### config.mk
export PLATFORM = sky130hd
export DESIGN_NAME = four_axis_bresenham_step_generator_top
export DESIGN_NICKNAME = d
export VERILOG_FILES = /design/src/rtl/fabsg_pkg.sv /design/src/rtl/fabsg_axis.sv /design/src/rtl/fabsg_seq.sv /design/src/rtl/four_axis_bresenham_step_generator_top.sv
export SDC_FILE = /design/constraint.sdc
export NUM_CORES = 2
export LEC_CHECK = 0
export BUFFER_PORTS_ARGS = -buffer_cell sky130_fd_sc_hd__buf_2
export CAP_MARGIN = 20
export CELL_PAD_IN_SITES_DETAIL_PLACEMENT = 0
export CELL_PAD_IN_SITES_GLOBAL_PLACEMENT = 1
export CORE_ASPECT_RATIO = 2
export CORE_MARGIN = 2
export CORE_UTILIZATION = 53
export DETAILED_ROUTE_END_ITERATION = 16
export PLACE_DENSITY_LB_ADDON = 0.1
export SLEW_MARGIN = 20
export SYNTH_ARGS = -nofsm -noshare
export SYNTH_HDL_FRONTEND = slang
export SYNTH_SLANG_ARGS = --single-unit
### constraint.sdc
create_clock -name i_clk -period 21.2 [get_ports i_clk]
set_clock_uncertainty 0.05 [all_clocks]
set_input_delay 3.18 -clock i_clk [delete_from_list [all_inputs] [get_ports i_clk]]
set_output_delay 3.18 -clock i_clk [all_outputs]
set_load 0.1 [all_outputs]
### src/rtl/fabsg_pkg.sv
// ============================================================================
// Step generator package
// Item kinds, axis count and the control bundle that the sequencer sends
// to each axis.
// ============================================================================
`timescale 1ns / 1ps

package fabsg_pkg;

    localparam int AXES = 4;
    localparam int TARGET_BITS = 32;
    localparam int PERIOD_IN_BITS = 24;

    localparam logic [1:0] KIND_TICK = 2'd0;
    localparam logic [1:0] KIND_MOVE = 2'd1;
    localparam logic [1:0] KIND_STOP = 2'd2;

    typedef struct packed {
        logic load;
        logic step;
    } t_axis_ctrl;

endpackage

### src/rtl/fabsg_axis.sv
// ============================================================================
// Step generator axis
// Keeps one axis's position, distance, step count and error term. A load
// starts a new move from the kept position; a step event runs one
// Bresenham update and may pulse the axis.
// ============================================================================
`timescale 1ns / 1ps

module fabsg_axis #(
    parameter int POSITION_BITS = 32
) (
    input  logic                                       i_clk,
    input  logic                                       i_rst_n,
    input  fabsg_pkg::t_axis_ctrl                      i_ctrl,
    input  logic signed [fabsg_pkg::TARGET_BITS-1:0]   i_target,
    input  logic        [POSITION_BITS-1:0]            i_longest,
    input  logic        [POSITION_BITS-1:0]            i_seed,
    output logic        [POSITION_BITS-1:0]            o_mag,
    output logic                                       o_pulse,
    output logic                                       o_left,
    output logic                                       o_reverse
);

    localparam int P = POSITION_BITS;

    logic [P-1:0]        r_pos;
    logic [P-1:0]        r_dist;
    logic [P-1:0]        r_taken;
    logic [P:0]          r_err;
    logic                r_neg;

    logic [P-1:0]        w_tgt;
    logic signed [P:0]   w_diff;
    logic [P:0]          w_mag;
    logic                w_active;
    logic signed [P+1:0] w_err_sub;
    logic signed [P+1:0] w_err_add;
    logic                w_fire;
    logic [P-1:0]        w_taken_inc;

    assign w_tgt  = P'(i_target);
    assign w_diff = $signed({w_tgt[P-1], w_tgt}) - $signed({r_pos[P-1], r_pos});
    assign w_mag  = w_diff[P] ? (~w_diff + (P+1)'(1)) : w_diff;
    assign o_mag  = w_mag[P-1:0];

    assign w_active    = r_taken < r_dist;
    assign w_err_sub   = $signed({r_err[P], r_err}) - $signed({2'b00, r_dist});
    assign w_err_add   = w_err_sub + $signed({2'b00, i_longest});
    assign w_fire      = i_ctrl.step && w_active && w_err_sub[P+1];
    assign w_taken_inc = r_taken + P'(1);

    assign o_pulse   = w_fire;
    assign o_left    = (w_fire ? w_taken_inc : r_taken) < r_dist;
    assign o_reverse = r_neg;

    always_ff @(posedge i_clk) begin
        if (!i_rst_n) begin
            r_pos   <= '0;
            r_dist  <= '0;
            r_taken <= '0;
            r_err   <= '0;
            r_neg   <= 1'b0;
        end else if (i_ctrl.load) begin
            r_dist  <= w_mag[P-1:0];
            r_neg   <= w_diff[P];
            r_taken <= '0;
            r_err   <= {1'b0, i_seed};
        end else if (i_ctrl.step && w_active) begin
            if (w_fire) begin
                r_err   <= w_err_add[P:0];
                r_taken <= w_taken_inc;
                r_pos   <= r_neg ? (r_pos - P'(1)) : (r_pos + P'(1));
            end else begin
                r_err   <= w_err_sub[P:0];
            end
        end
    end

endmodule

### src/rtl/fabsg_seq.sv
// ============================================================================
// Step generator sequencer
// Holds the move status, the step period and the tick count, finds the
// longest axis distance of a new move and decides step events and the end
// of a move.
// ============================================================================
`timescale 1ns / 1ps

module fabsg_seq #(
    parameter int POSITION_BITS = 32,
    parameter int PERIOD_BITS   = 24
) (
    input  logic                                          i_clk,
    input  logic                                          i_rst_n,
    input  logic                                          i_go,
    input  logic [1:0]                                    i_kind,
    input  logic [fabsg_pkg::PERIOD_IN_BITS-1:0]          i_period,
    input  logic [fabsg_pkg::AXES-1:0][POSITION_BITS-1:0] i_mags,
    input  logic [fabsg_pkg::AXES-1:0]                    i_left,
    output fabsg_pkg::t_axis_ctrl                         o_ctrl,
    output logic [POSITION_BITS-1:0]                      o_longest,
    output logic [POSITION_BITS-1:0]                      o_seed,
    output logic                                          o_busy,
    output logic                                          o_done
);

    logic [POSITION_BITS-1:0] r_longest;
    logic [PERIOD_BITS-1:0]   r_period;
    logic [PERIOD_BITS-1:0]   r_elapsed;
    logic                     r_moving;

    logic [POSITION_BITS-1:0] w_max_lo;
    logic [POSITION_BITS-1:0] w_max_hi;
    logic [POSITION_BITS-1:0] n_longest;
    logic [PERIOD_BITS-1:0]   w_per;
    logic [PERIOD_BITS-1:0]   n_period;
    logic [PERIOD_BITS-1:0]   w_elapsed_inc;
    logic                     w_tick;
    logic                     w_move;
    logic                     w_stop;
    logic                     w_step;

    assign w_max_lo  = (i_mags[1] > i_mags[0]) ? i_mags[1] : i_mags[0];
    assign w_max_hi  = (i_mags[3] > i_mags[2]) ? i_mags[3] : i_mags[2];
    assign n_longest = (w_max_hi > w_max_lo) ? w_max_hi : w_max_lo;

    assign w_per    = PERIOD_BITS'(i_period);
    assign n_period = (w_per == '0) ? PERIOD_BITS'(1) : w_per;

    assign w_tick        = i_go && (i_kind == fabsg_pkg::KIND_TICK) && r_moving;
    assign w_move        = i_go && (i_kind == fabsg_pkg::KIND_MOVE);
    assign w_stop        = i_go && (i_kind == fabsg_pkg::KIND_STOP);
    assign w_elapsed_inc = r_elapsed + PERIOD_BITS'(1);
    assign w_step        = w_tick && (w_elapsed_inc >= r_period);

    assign o_ctrl.load = w_move;
    assign o_ctrl.step = w_step;
    assign o_longest   = r_longest;
    assign o_seed      = n_longest >> 1;
    assign o_busy      = r_moving;
    assign o_done      = w_step && !(|i_left);

    always_ff @(posedge i_clk) begin
        if (!i_rst_n) begin
            r_longest <= '0;
            r_period  <= '0;
            r_elapsed <= '0;
            r_moving  <= 1'b0;
        end else if (w_move) begin
            r_longest <= n_longest;
            r_period  <= n_period;
            r_elapsed <= '0;
            r_moving  <= 1'b1;
        end else if (w_stop) begin
            r_moving  <= 1'b0;
        end else if (w_tick) begin
            r_elapsed <= w_step ? '0 : w_elapsed_inc;
            if (o_done) begin
                r_moving <= 1'b0;
            end
        end
    end

endmodule

### src/rtl/four_axis_bresenham_step_generator_top.sv
// Throughput: one item per cycle while results are not held back; each item
// is finished by one pass through the axis update logic between the input
// register and the result register.
// Reset: synchronous, active low; all axes return to position zero, the
// block goes idle and both registers are emptied.
// ============================================================================
// Four-axis Bresenham step generator
// Registers each item, runs it through the sequencer and the four axis
// units and holds the pulses and the done flag in a result register.
// ============================================================================
`timescale 1ns / 1ps

module four_axis_bresenham_step_generator_top #(
    parameter int POSITION_BITS = 32,
    parameter int PERIOD_BITS   = 24
) (
    input  logic                                       i_clk,
    input  logic                                       i_rst_n,
    input  logic                                       i_in_valid,
    output logic                                       o_in_ready,
    input  logic [1:0]                                 i_kind,
    input  logic signed [fabsg_pkg::TARGET_BITS-1:0]   i_x_target,
    input  logic signed [fabsg_pkg::TARGET_BITS-1:0]   i_y_target,
    input  logic signed [fabsg_pkg::TARGET_BITS-1:0]   i_z_target,
    input  logic signed [fabsg_pkg::TARGET_BITS-1:0]   i_e_target,
    input  logic [fabsg_pkg::PERIOD_IN_BITS-1:0]       i_step_period,
    output logic                                       o_out_valid,
    input  logic                                       i_out_ready,
    output logic                                       o_x_pulse,
    output logic                                       o_x_reverse,
    output logic                                       o_y_pulse,
    output logic                                       o_y_reverse,
    output logic                                       o_z_pulse,
    output logic                                       o_z_reverse,
    output logic                                       o_e_pulse,
    output logic                                       o_e_reverse,
    output logic                                       o_busy_res,
    output logic                                       o_move_done
);

    localparam int A = fabsg_pkg::AXES;

    logic                                         r_in_valid;
    logic [1:0]                                   r_kind;
    logic [A-1:0][fabsg_pkg::TARGET_BITS-1:0]     r_target;
    logic [fabsg_pkg::PERIOD_IN_BITS-1:0]         r_period;
    logic                                         r_out_valid;
    logic [A-1:0]                                 r_pulse;
    logic                                         r_done;

    logic                                         w_go;
    fabsg_pkg::t_axis_ctrl                        w_ctrl;
    logic [A-1:0][POSITION_BITS-1:0]              w_mags;
    logic [A-1:0]                                 w_pulse;
    logic [A-1:0]                                 w_left;
    logic [A-1:0]                                 w_reverse;
    logic [POSITION_BITS-1:0]                     w_longest;
    logic [POSITION_BITS-1:0]                     w_seed;
    logic                                         w_busy;
    logic                                         w_done;

    assign w_go       = r_in_valid && (!r_out_valid || i_out_ready);
    assign o_in_ready = !r_in_valid || w_go;

    always_ff @(posedge i_clk) begin
        if (!i_rst_n) begin
            r_in_valid <= 1'b0;
        end else if (i_in_valid && o_in_ready) begin
            r_in_valid <= 1'b1;
        end else if (w_go) begin
            r_in_valid <= 1'b0;
        end
    end

    always_ff @(posedge i_clk) begin
        if (i_in_valid && o_in_ready) begin
            r_kind      <= i_kind;
            r_target[0] <= i_x_target;
            r_target[1] <= i_y_target;
            r_target[2] <= i_z_target;
            r_target[3] <= i_e_target;
            r_period    <= i_step_period;
        end
    end

    fabsg_seq #(
        .POSITION_BITS (POSITION_BITS),
        .PERIOD_BITS   (PERIOD_BITS)
    ) u_seq (
        .i_clk     (i_clk),
        .i_rst_n   (i_rst_n),
        .i_go      (w_go),
        .i_kind    (r_kind),
        .i_period  (r_period),
        .i_mags    (w_mags),
        .i_left    (w_left),
        .o_ctrl    (w_ctrl),
        .o_longest (w_longest),
        .o_seed    (w_seed),
        .o_busy    (w_busy),
        .o_done    (w_done)
    );

    for (genvar g = 0; g < A; g++) begin : g_axis
        fabsg_axis #(
            .POSITION_BITS (POSITION_BITS)
        ) u_axis (
            .i_clk     (i_clk),
            .i_rst_n   (i_rst_n),
            .i_ctrl    (w_ctrl),
            .i_target  ($signed(r_target[g])),
            .i_longest (w_longest),
            .i_seed    (w_seed),
            .o_mag     (w_mags[g]),
            .o_pulse   (w_pulse[g]),
            .o_left    (w_left[g]),
            .o_reverse (w_reverse[g])
        );
    end

    always_ff @(posedge i_clk) begin
        if (!i_rst_n) begin
            r_out_valid <= 1'b0;
        end else if (w_go) begin
            r_out_valid <= 1'b1;
        end else if (i_out_ready) begin
            r_out_valid <= 1'b0;
        end
    end

    always_ff @(posedge i_clk) begin
        if (w_go) begin
            r_pulse <= w_pulse;
            r_done  <= w_done;
        end
    end

    // Direction and busy come straight from state, which only changes when
    // a new result is loaded.
    assign o_out_valid = r_out_valid;
    assign o_x_pulse   = r_pulse[0];
    assign o_y_pulse   = r_pulse[1];
    assign o_z_pulse   = r_pulse[2];
    assign o_e_pulse   = r_pulse[3];
    assign o_x_reverse = w_reverse[0];
    assign o_y_reverse = w_reverse[1];
    assign o_z_reverse = w_reverse[2];
    assign o_e_reverse = w_reverse[3];
    assign o_busy_res  = w_busy;
    assign o_move_done = r_done;

endmodule

Yosys cells after proc, flatten, opt, wreduce, memory -nomap -nowiden
Cells that the tools add are included.
{ "totals": {"regBits": 762, "input_bits": 158, "out_inout_bits": 12, "elab_cells": 164} }
{ "op_classes": {"addsub": 29, "order_cmp": 12, "n_eq_ne": 2, "mux": 37, "bitwise_logic": 7, "n_reduce_logical": 39} }
{ "op_table": {"columns": ["op", "n"], "rows": [
  ["$mux 32", 15],
  ["$add 32x1->32 const B", 8],
  ["$lt 32x32->1", 8],
  ["$mux 31", 8],
  ["$sub 33x33->34", 4],
  ["$add 33x33->33", 4],
  ["$mux 33", 4],
  ["$sub 32x32->33", 4],
  ["$add 32x2->32 const B", 4],
  ["$not 32->32", 4],
  ["$sub 32x1->32 const B", 4],
  ["$gt 32x32->1", 3],
  ["$mux 24", 2],
  ["$add 24x1->24 const B", 1],
  ["$ge 24x24->1", 1],
  ["$logic_not 24->1", 1],
  ["$logic_and 1x1->1", 16],
  ["$reduce_and 3->1", 4],
  ["$reduce_bool 2->1", 6],
  ["$mux 1", 8],
  ["$reduce_bool 3->1", 2],
  ["$reduce_and 2->1", 2],
  ["$reduce_or 4->1", 1],
  ["$logic_not 1->1", 3],
  ["6 further kinds", 9]
]} }

Longest topological paths before layout
{ "depth": {"ltp_word": 17, "mapped_depth": 53} }

Modules after synthesis
From an unflattened synthesis, not the netlist that was laid out.
{ "hier_totals": {"hier_cells": 8797, "hier_area_um2": 70601.5} }
{ "by_module_without_submodules": {"columns": ["mod", "n_inst", "cells_per_inst", "area_per_inst_um2"], "rows": [
  ["fabsg_axis at g_axis[1].u_axis ...", 2, 1874, 14362.5],
  ["fabsg_axis at g_axis[0].u_axis", 1, 1944, 14621.5],
  ["fabsg_axis at g_axis[3].u_axis", 1, 1853, 14173.6],
  ["fabsg_seq", 1, 1084, 8202.9],
  ["four_axis_bresenham_step_generator_top", 1, 168, 4878.4]
]} }

Worst setup path before layout
Ideal clock, no wire load.
{ "synth_timing": {"path_kind": "flip-flop to flip-flop", "from": "register r_target[32] in the netlist's numbering", "to": "register g_axis[0].u_axis.r_err[14]", "setup_time_ps": 135, "t_arrival_ps": 9251, "required_time_ps": 21015, "setup_slack_ps": 11764, "stages_incl_launch_ff": 53, "path_buffers": 5, "synth_period_minus_slack_ps": 9436, "path_cell_list": "edfxtp_1 > inv_1 > ha_1 > fa_1 > nor2b_1 > o31a_1 > a21oi_2 > a21oi_1 > a21oi_1 > o21ai_0 > a31oi_1 > o22ai_1 > clkbuf_1 > buf_1 > nor2_1 > a21oi_1 > ha_1 > nor2b_1 > (+17 left out) > nor2b_1 > o21a_1 > o21a_1 > o21ai_0 > nand2b_1 > a21oi_1 > nor2b_1 > o21ai_0 > nand2b_1 > a221oi_1 > o21ai_0 > a221o_1 > a221oi_1 > a41oi_1 > clkbuf_1 > clkbuf_1 > o2111ai_1 > o21ai_0"} }
{ "synth_via": {"elab_chain_len": 9} }
{ "synth_lines": {"columns": ["item", "line", "source"], "rows": [
  ["start: declaration", "four_axis_bresenham_step_generator_top.sv:45", "logic [A-1:0][fabsg_pkg::TARGET_BITS-1:0] r_target;"],
  ["$sub 32x32->33 (*)", "fabsg_axis.sv:42", "assign w_diff = $signed({w_tgt[P-1], w_tgt}) - $signed({r_pos[P-1], r_pos});"],
  ["$not 32->32", "fabsg_axis.sv:43", "assign w_mag = w_diff[P] ? (~w_diff + (P+1)'(1)) : w_diff;"],
  ["$add 32x2->32", "fabsg_axis.sv:43", null],
  ["$mux 32 (*)", "fabsg_axis.sv:43", null],
  ["net g_axis[1].u_axis.o_mag[1]", "fabsg_axis.sv:18", "output logic [POSITION_BITS-1:0] o_mag,"],
  ["$gt 32x32->1", "fabsg_seq.sv:43", "assign w_max_lo = (i_mags[1] > i_mags[0]) ? i_mags[1] : i_mags[0];"],
  ["$mux 32 (*)", "fabsg_seq.sv:43", null],
  ["$gt 32x32->1", "fabsg_seq.sv:45", "assign n_longest = (w_max_hi > w_max_lo) ? w_max_hi : w_max_lo;"],
  ["$mux 32 (*)", "fabsg_seq.sv:45", null],
  ["$mux 31 (*)", "fabsg_axis.sv:63", "end else if (i_ctrl.load) begin"],
  ["end signal: assignment", "fabsg_axis.sv:67", "r_err <= {1'b0, i_seed};"],
  ["end signal: assignment", "fabsg_axis.sv:70", "r_err <= w_err_add[P:0];"],
  ["end signal: assignment", "fabsg_axis.sv:74", "r_err <= w_err_sub[P:0];"],
  ["end: declaration", "fabsg_axis.sv:29", "logic [P:0] r_err;"]
]} }
The timed path passes the listed nets; every way through them passes the cells marked *.
A chain may end at the register's enable or synchronous reset.

Worst setup path in the final report
{ "layout_timing": {"from": "register g_axis[2].u_axis.r_pos[1]", "to": "register g_axis[2].u_axis.r_err[28]"} }
{ "layout_via": {"elab_chain_len": 9} }
{ "layout_lines": {"columns": ["item", "line", "source"], "rows": [
  ["start: declaration", "fabsg_axis.sv:26", "logic [P-1:0] r_pos;"],
  ["start signal: assignment", "fabsg_axis.sv:72", "r_pos <= r_neg ? (r_pos - P'(1)) : (r_pos + P'(1));"],
  ["$sub 32x32->33 (*)", "fabsg_axis.sv:42", null],
  ["$not 32->32", "fabsg_axis.sv:43", null],
  ["$add 32x2->32", "fabsg_axis.sv:43", null],
  ["$mux 32 (*)", "fabsg_axis.sv:43", null],
  ["$gt 32x32->1", "fabsg_seq.sv:44", "assign w_max_hi = (i_mags[3] > i_mags[2]) ? i_mags[3] : i_mags[2];"],
  ["$mux 32 (*)", "fabsg_seq.sv:44", null],
  ["$gt 32x32->1", "fabsg_seq.sv:45", null],
  ["$mux 32 (*)", "fabsg_seq.sv:45", null],
  ["$mux 31 (*)", "fabsg_axis.sv:63", null],
  ["end signal: assignment", "fabsg_axis.sv:67", null],
  ["end signal: assignment", "fabsg_axis.sv:70", null],
  ["end signal: assignment", "fabsg_axis.sv:74", null],
  ["end: declaration", "fabsg_axis.sv:29", null]
]} }
Mark *: on every way between the ends. The rest lies on a longest branch, timed or not.

==> metrics.txt <==
Setup TNS 0 ns; Place WS 9.74 ns; Crit Path Class flop to flop; ys async rst share 0%; Num CTS Buffers 80; RR Endpoint g_axis[2].u_axis.r_err[28]$_SDFFE_PN0P_; Slew Viols, Final 0; Worst R2R Path Depth 41; crit-path max FO 32; IO Pins 170; Worst Tran Pin Value 1.19 ns; antenna viol nets, final 0; Clock transition at path regs 0.06 ns; Hold Slack 0.405 ns; RSZ-0062 raised after global routing no; Vias 60300; library cells used by synthesis 113; WP data required 21.81 ns; Nets 9228; largest net degree at the start of global routing 84; r2r startpoint g_axis[2].u_axis.r_pos[1]$_SDFFE_PN0P_; final cell count without fillers 9836; die footprint 127000 um2; fill count 11600; fraction of layout cells with a size suffix above 1 6.33%; post-cts repair resize count 0; Hold Vio Cnt, Final 0; crit path launch g_axis[2].u_axis.r_pos[1]$_SDFFE_PN0P_; Max IR drop VDD 0.0699 mV; Initial DRT Pass Iterations 7; Final GP Congestion 1.01; Hold Path Class flop to flop; CTS tree built; Ys Warns 0; Vias/cell 6.13; row count 182; DRT Wirelength 229000 um; Post-CTS Setup Inserts 0; wire per inst 23.3 um; port buffer count 169; Die X-Extent 253 um; # setup viols final 0; grt total ovfl 0; CP Launch Type flop; first-pass GRT wire length 342000 um; Post-Syn Area 65500 um2; worst setup margin 9.32 ns; Syn Area/Cell 8.07 um2; total core area 123000 um2; delay-heaviest family, CP compound AO/OA/AOI/OAI gates; Max-Cap Viols 0; cts hold-fix bufs 0; vias in the first global route 59000; max_slew headroom 20.7%; worst path bufs/invs 1; placed insts 9664; Remaining DRCs 0; CTS H-tree lvls 3; PD cells 78.8 nW/um2; Setup crit end g_axis[2].u_axis.r_err[28]$_SDFFE_PN0P_; gr usage total 35.5%; Crit. End Element flop; Die H 501 um; post-synth net total 9157; Detail Placement HPWL 180000 um; clk sinks 762; Syn Inst Count 8112; Layout area overhead 8.42%; initial antenna violation count 18; Final period util 56.1%; Max Root-Sink Buffers 3; Worst path slowest cell a41o_1; Seq/Total Area, Yosys 25.7%; Synth Register Bits 762; post-layout minimum cycle time 11.88 ns; Hold Crit Start u_seq.r_period[8]$_SDFFE_PN0P_; FMAX 84.1 MHz; Post-synth EDFFs 159; Worst Path Arrival 12.49 ns; CP peak stage delay 0.83 ns; flop2flop setup slack 9.32 ns; status completed; P_leak 30.6 nW; top_reg_cell synth dfxtp_1; clk root buf clkbuf_16; Initial Utilization 53.3%; critical path depth in cells 41; initial DRC count 4110; Worst-Skew Late Latency 0.72 ns
state kept, by name, indices dropped and copies added (netlist names), 2 cells and up:
signal	cells
u_seq.r_elapsed	24
r_kind	2
g_axis.u_axis.o_reverse	4
r_target	128
u_seq.o_longest	32
g_axis.u_axis.r_pos	128
r_pulse	4
g_axis.u_axis.r_dist	128
g_axis.u_axis.r_taken	128
r_period	24
g_axis.u_axis.r_err	132
u_seq.r_period	24
through the flow:
step	cell area, um2	utilization, %	power [W]
final	71000	57.8	0.00559
after global routing	70900	57.8	0.00585
after CTS	70900	57.8	0.00556
after detailed placement	68000	55.4	0.00394
after global placement	67900	55.4	0.00391
after floorplan	65500	-	0.00323
worst min path at each step:
stage | end | slack, ns | depth (start not counted)
floorplan | g_axis[0].u_axis.r_pos[31]$_SDFFE_PN0P_ | 0.38 | 2
global placement | u_seq.r_period[5]$_SDFFE_PN0P_ | 0.39 | 2
detailed placement | u_seq.r_period[22]$_SDFFE_PN0P_ | 0.40 | 2
CTS | g_axis[0].u_axis.r_dist[25]$_SDFFE_PN0P_ | 0.41 | 2
global route | u_seq.r_period[15]$_SDFFE_PN0P_ | 0.43 | 2
finish | u_seq.r_period[8]$_SDFFE_PN0P_ | 0.41 | 2
cell families after synthesis:
| logic type | Yosys count | synth area share [%] |
|---|---|---|
| simple gates | 2619 | 19.2 |
| compound gates | 2285 | 22.6 |
| fa+ha+maj | 892 | 17.2 |
| buf+inv | 767 | 4.49 |
| flops | 762 | 25.7 |
| xor+xnor | 691 | 9.31 |
| mux | 96 | 1.49 |
layout make-up:
cell class / instances / area (um2) / area share [%]
diodes: 25 / 62.6 / 0.0881
clock buffers: 94 / 2150 / 3.04
clock inverters: 52 / 781 / 1.10
inverters: 510 / 1920 / 2.71
multi-input cells: 6583 / 45800 / 64.6
flip-flops and latches: 762 / 16800 / 23.7
well taps: 1564 / 1960 / 2.76
repair buffers: 246 / 1430 / 2.01
placed cells by master (no fill, tap or decap), types with 121 or more instances in the layout:
master,instances
o21ai_0,434
ha_1,871
inv_1,505
a21o_1,274
a211oi_1,213
dfxtp_1,603
nand3_1,174
xnor2_1,424
nand2b_1,129
edfxtp_1,159
buf_2,168
a21oi_1,704
and2_1,175
nor2_1,751
xor2_1,262
nand2_1,680
nor3_1,177
nor2b_1,121
cells in the mapped netlist, drive strengths merged (12+ instances only):
master,instances,area (um2)
nor3,179,906
a221oi,12,123
ha,871,10900
a211oi,217,1650
a211o,20,175
o41ai,17,171
mux2i,89,895
o211a,17,170
a31o,15,131
or3,59,369
clkbuf,214,803
a21boi,28,210
nand2,683,2570
o21a,93,698
nand4,118,738
nand2b,129,807
o31ai,41,327
a21oi,709,3560
nor2b,121,757
and2,180,1130
a311oi,12,105
edfxtp,159,4770
o211ai,56,420
nand3,175,876
o21ai,460,2330
o21bai,52,390
a2111oi,21,228
o22ai,18,113
nor4,38,244
o31a,20,175
inv,509,1910
nand3b,15,113
and4,26,228
a31oi,66,425
fa,16,320
dfxtp,603,12100
or2,26,163
a21o,274,2060
and3,78,488
xnor2,428,3780
a41oi,14,123
buf,43,220
nor2,755,2840
xor2,262,2290
power breakdown:
| group | internal (W) | leakage (nW) | switching (W) |
|---|---|---|---|
| registers | 0.00153 | 6.43 | 0.0000475 |
| clock network | 0.000914 | 1.42 | 0.000696 |
| logic | 0.000868 | 22.7 | 0.00154 |
worst register-to-register path, delay by kind of cell (launching register included):
| family | cells | cell delay, ns |
|---|---|---|
| AOI/OAI and AO/OA | 22 | 7.32 |
| adders and majority gates | 3 | 0.87 |
| buffers and inverters | 1 | 0.10 |
| DFF | 1 | 0.42 |
| muxes | 1 | 0.63 |
| and+or+nand+nor | 14 | 2.45 |
per-layer routing:
| metal | GRT usage (%) | routed length, um | part of all wire, % |
|---|---|---|---|
| met2 | 61.5 | 110000 | 48 |
| met5 | 0 | 67 | 0.029 |
| met1 | 37.4 | 83900 | 37 |
| met3 | 6.15 | 12700 | 5.5 |
| met4 | 29.7 | 22200 | 9.7 |
(Power assumes the default switching activity.)
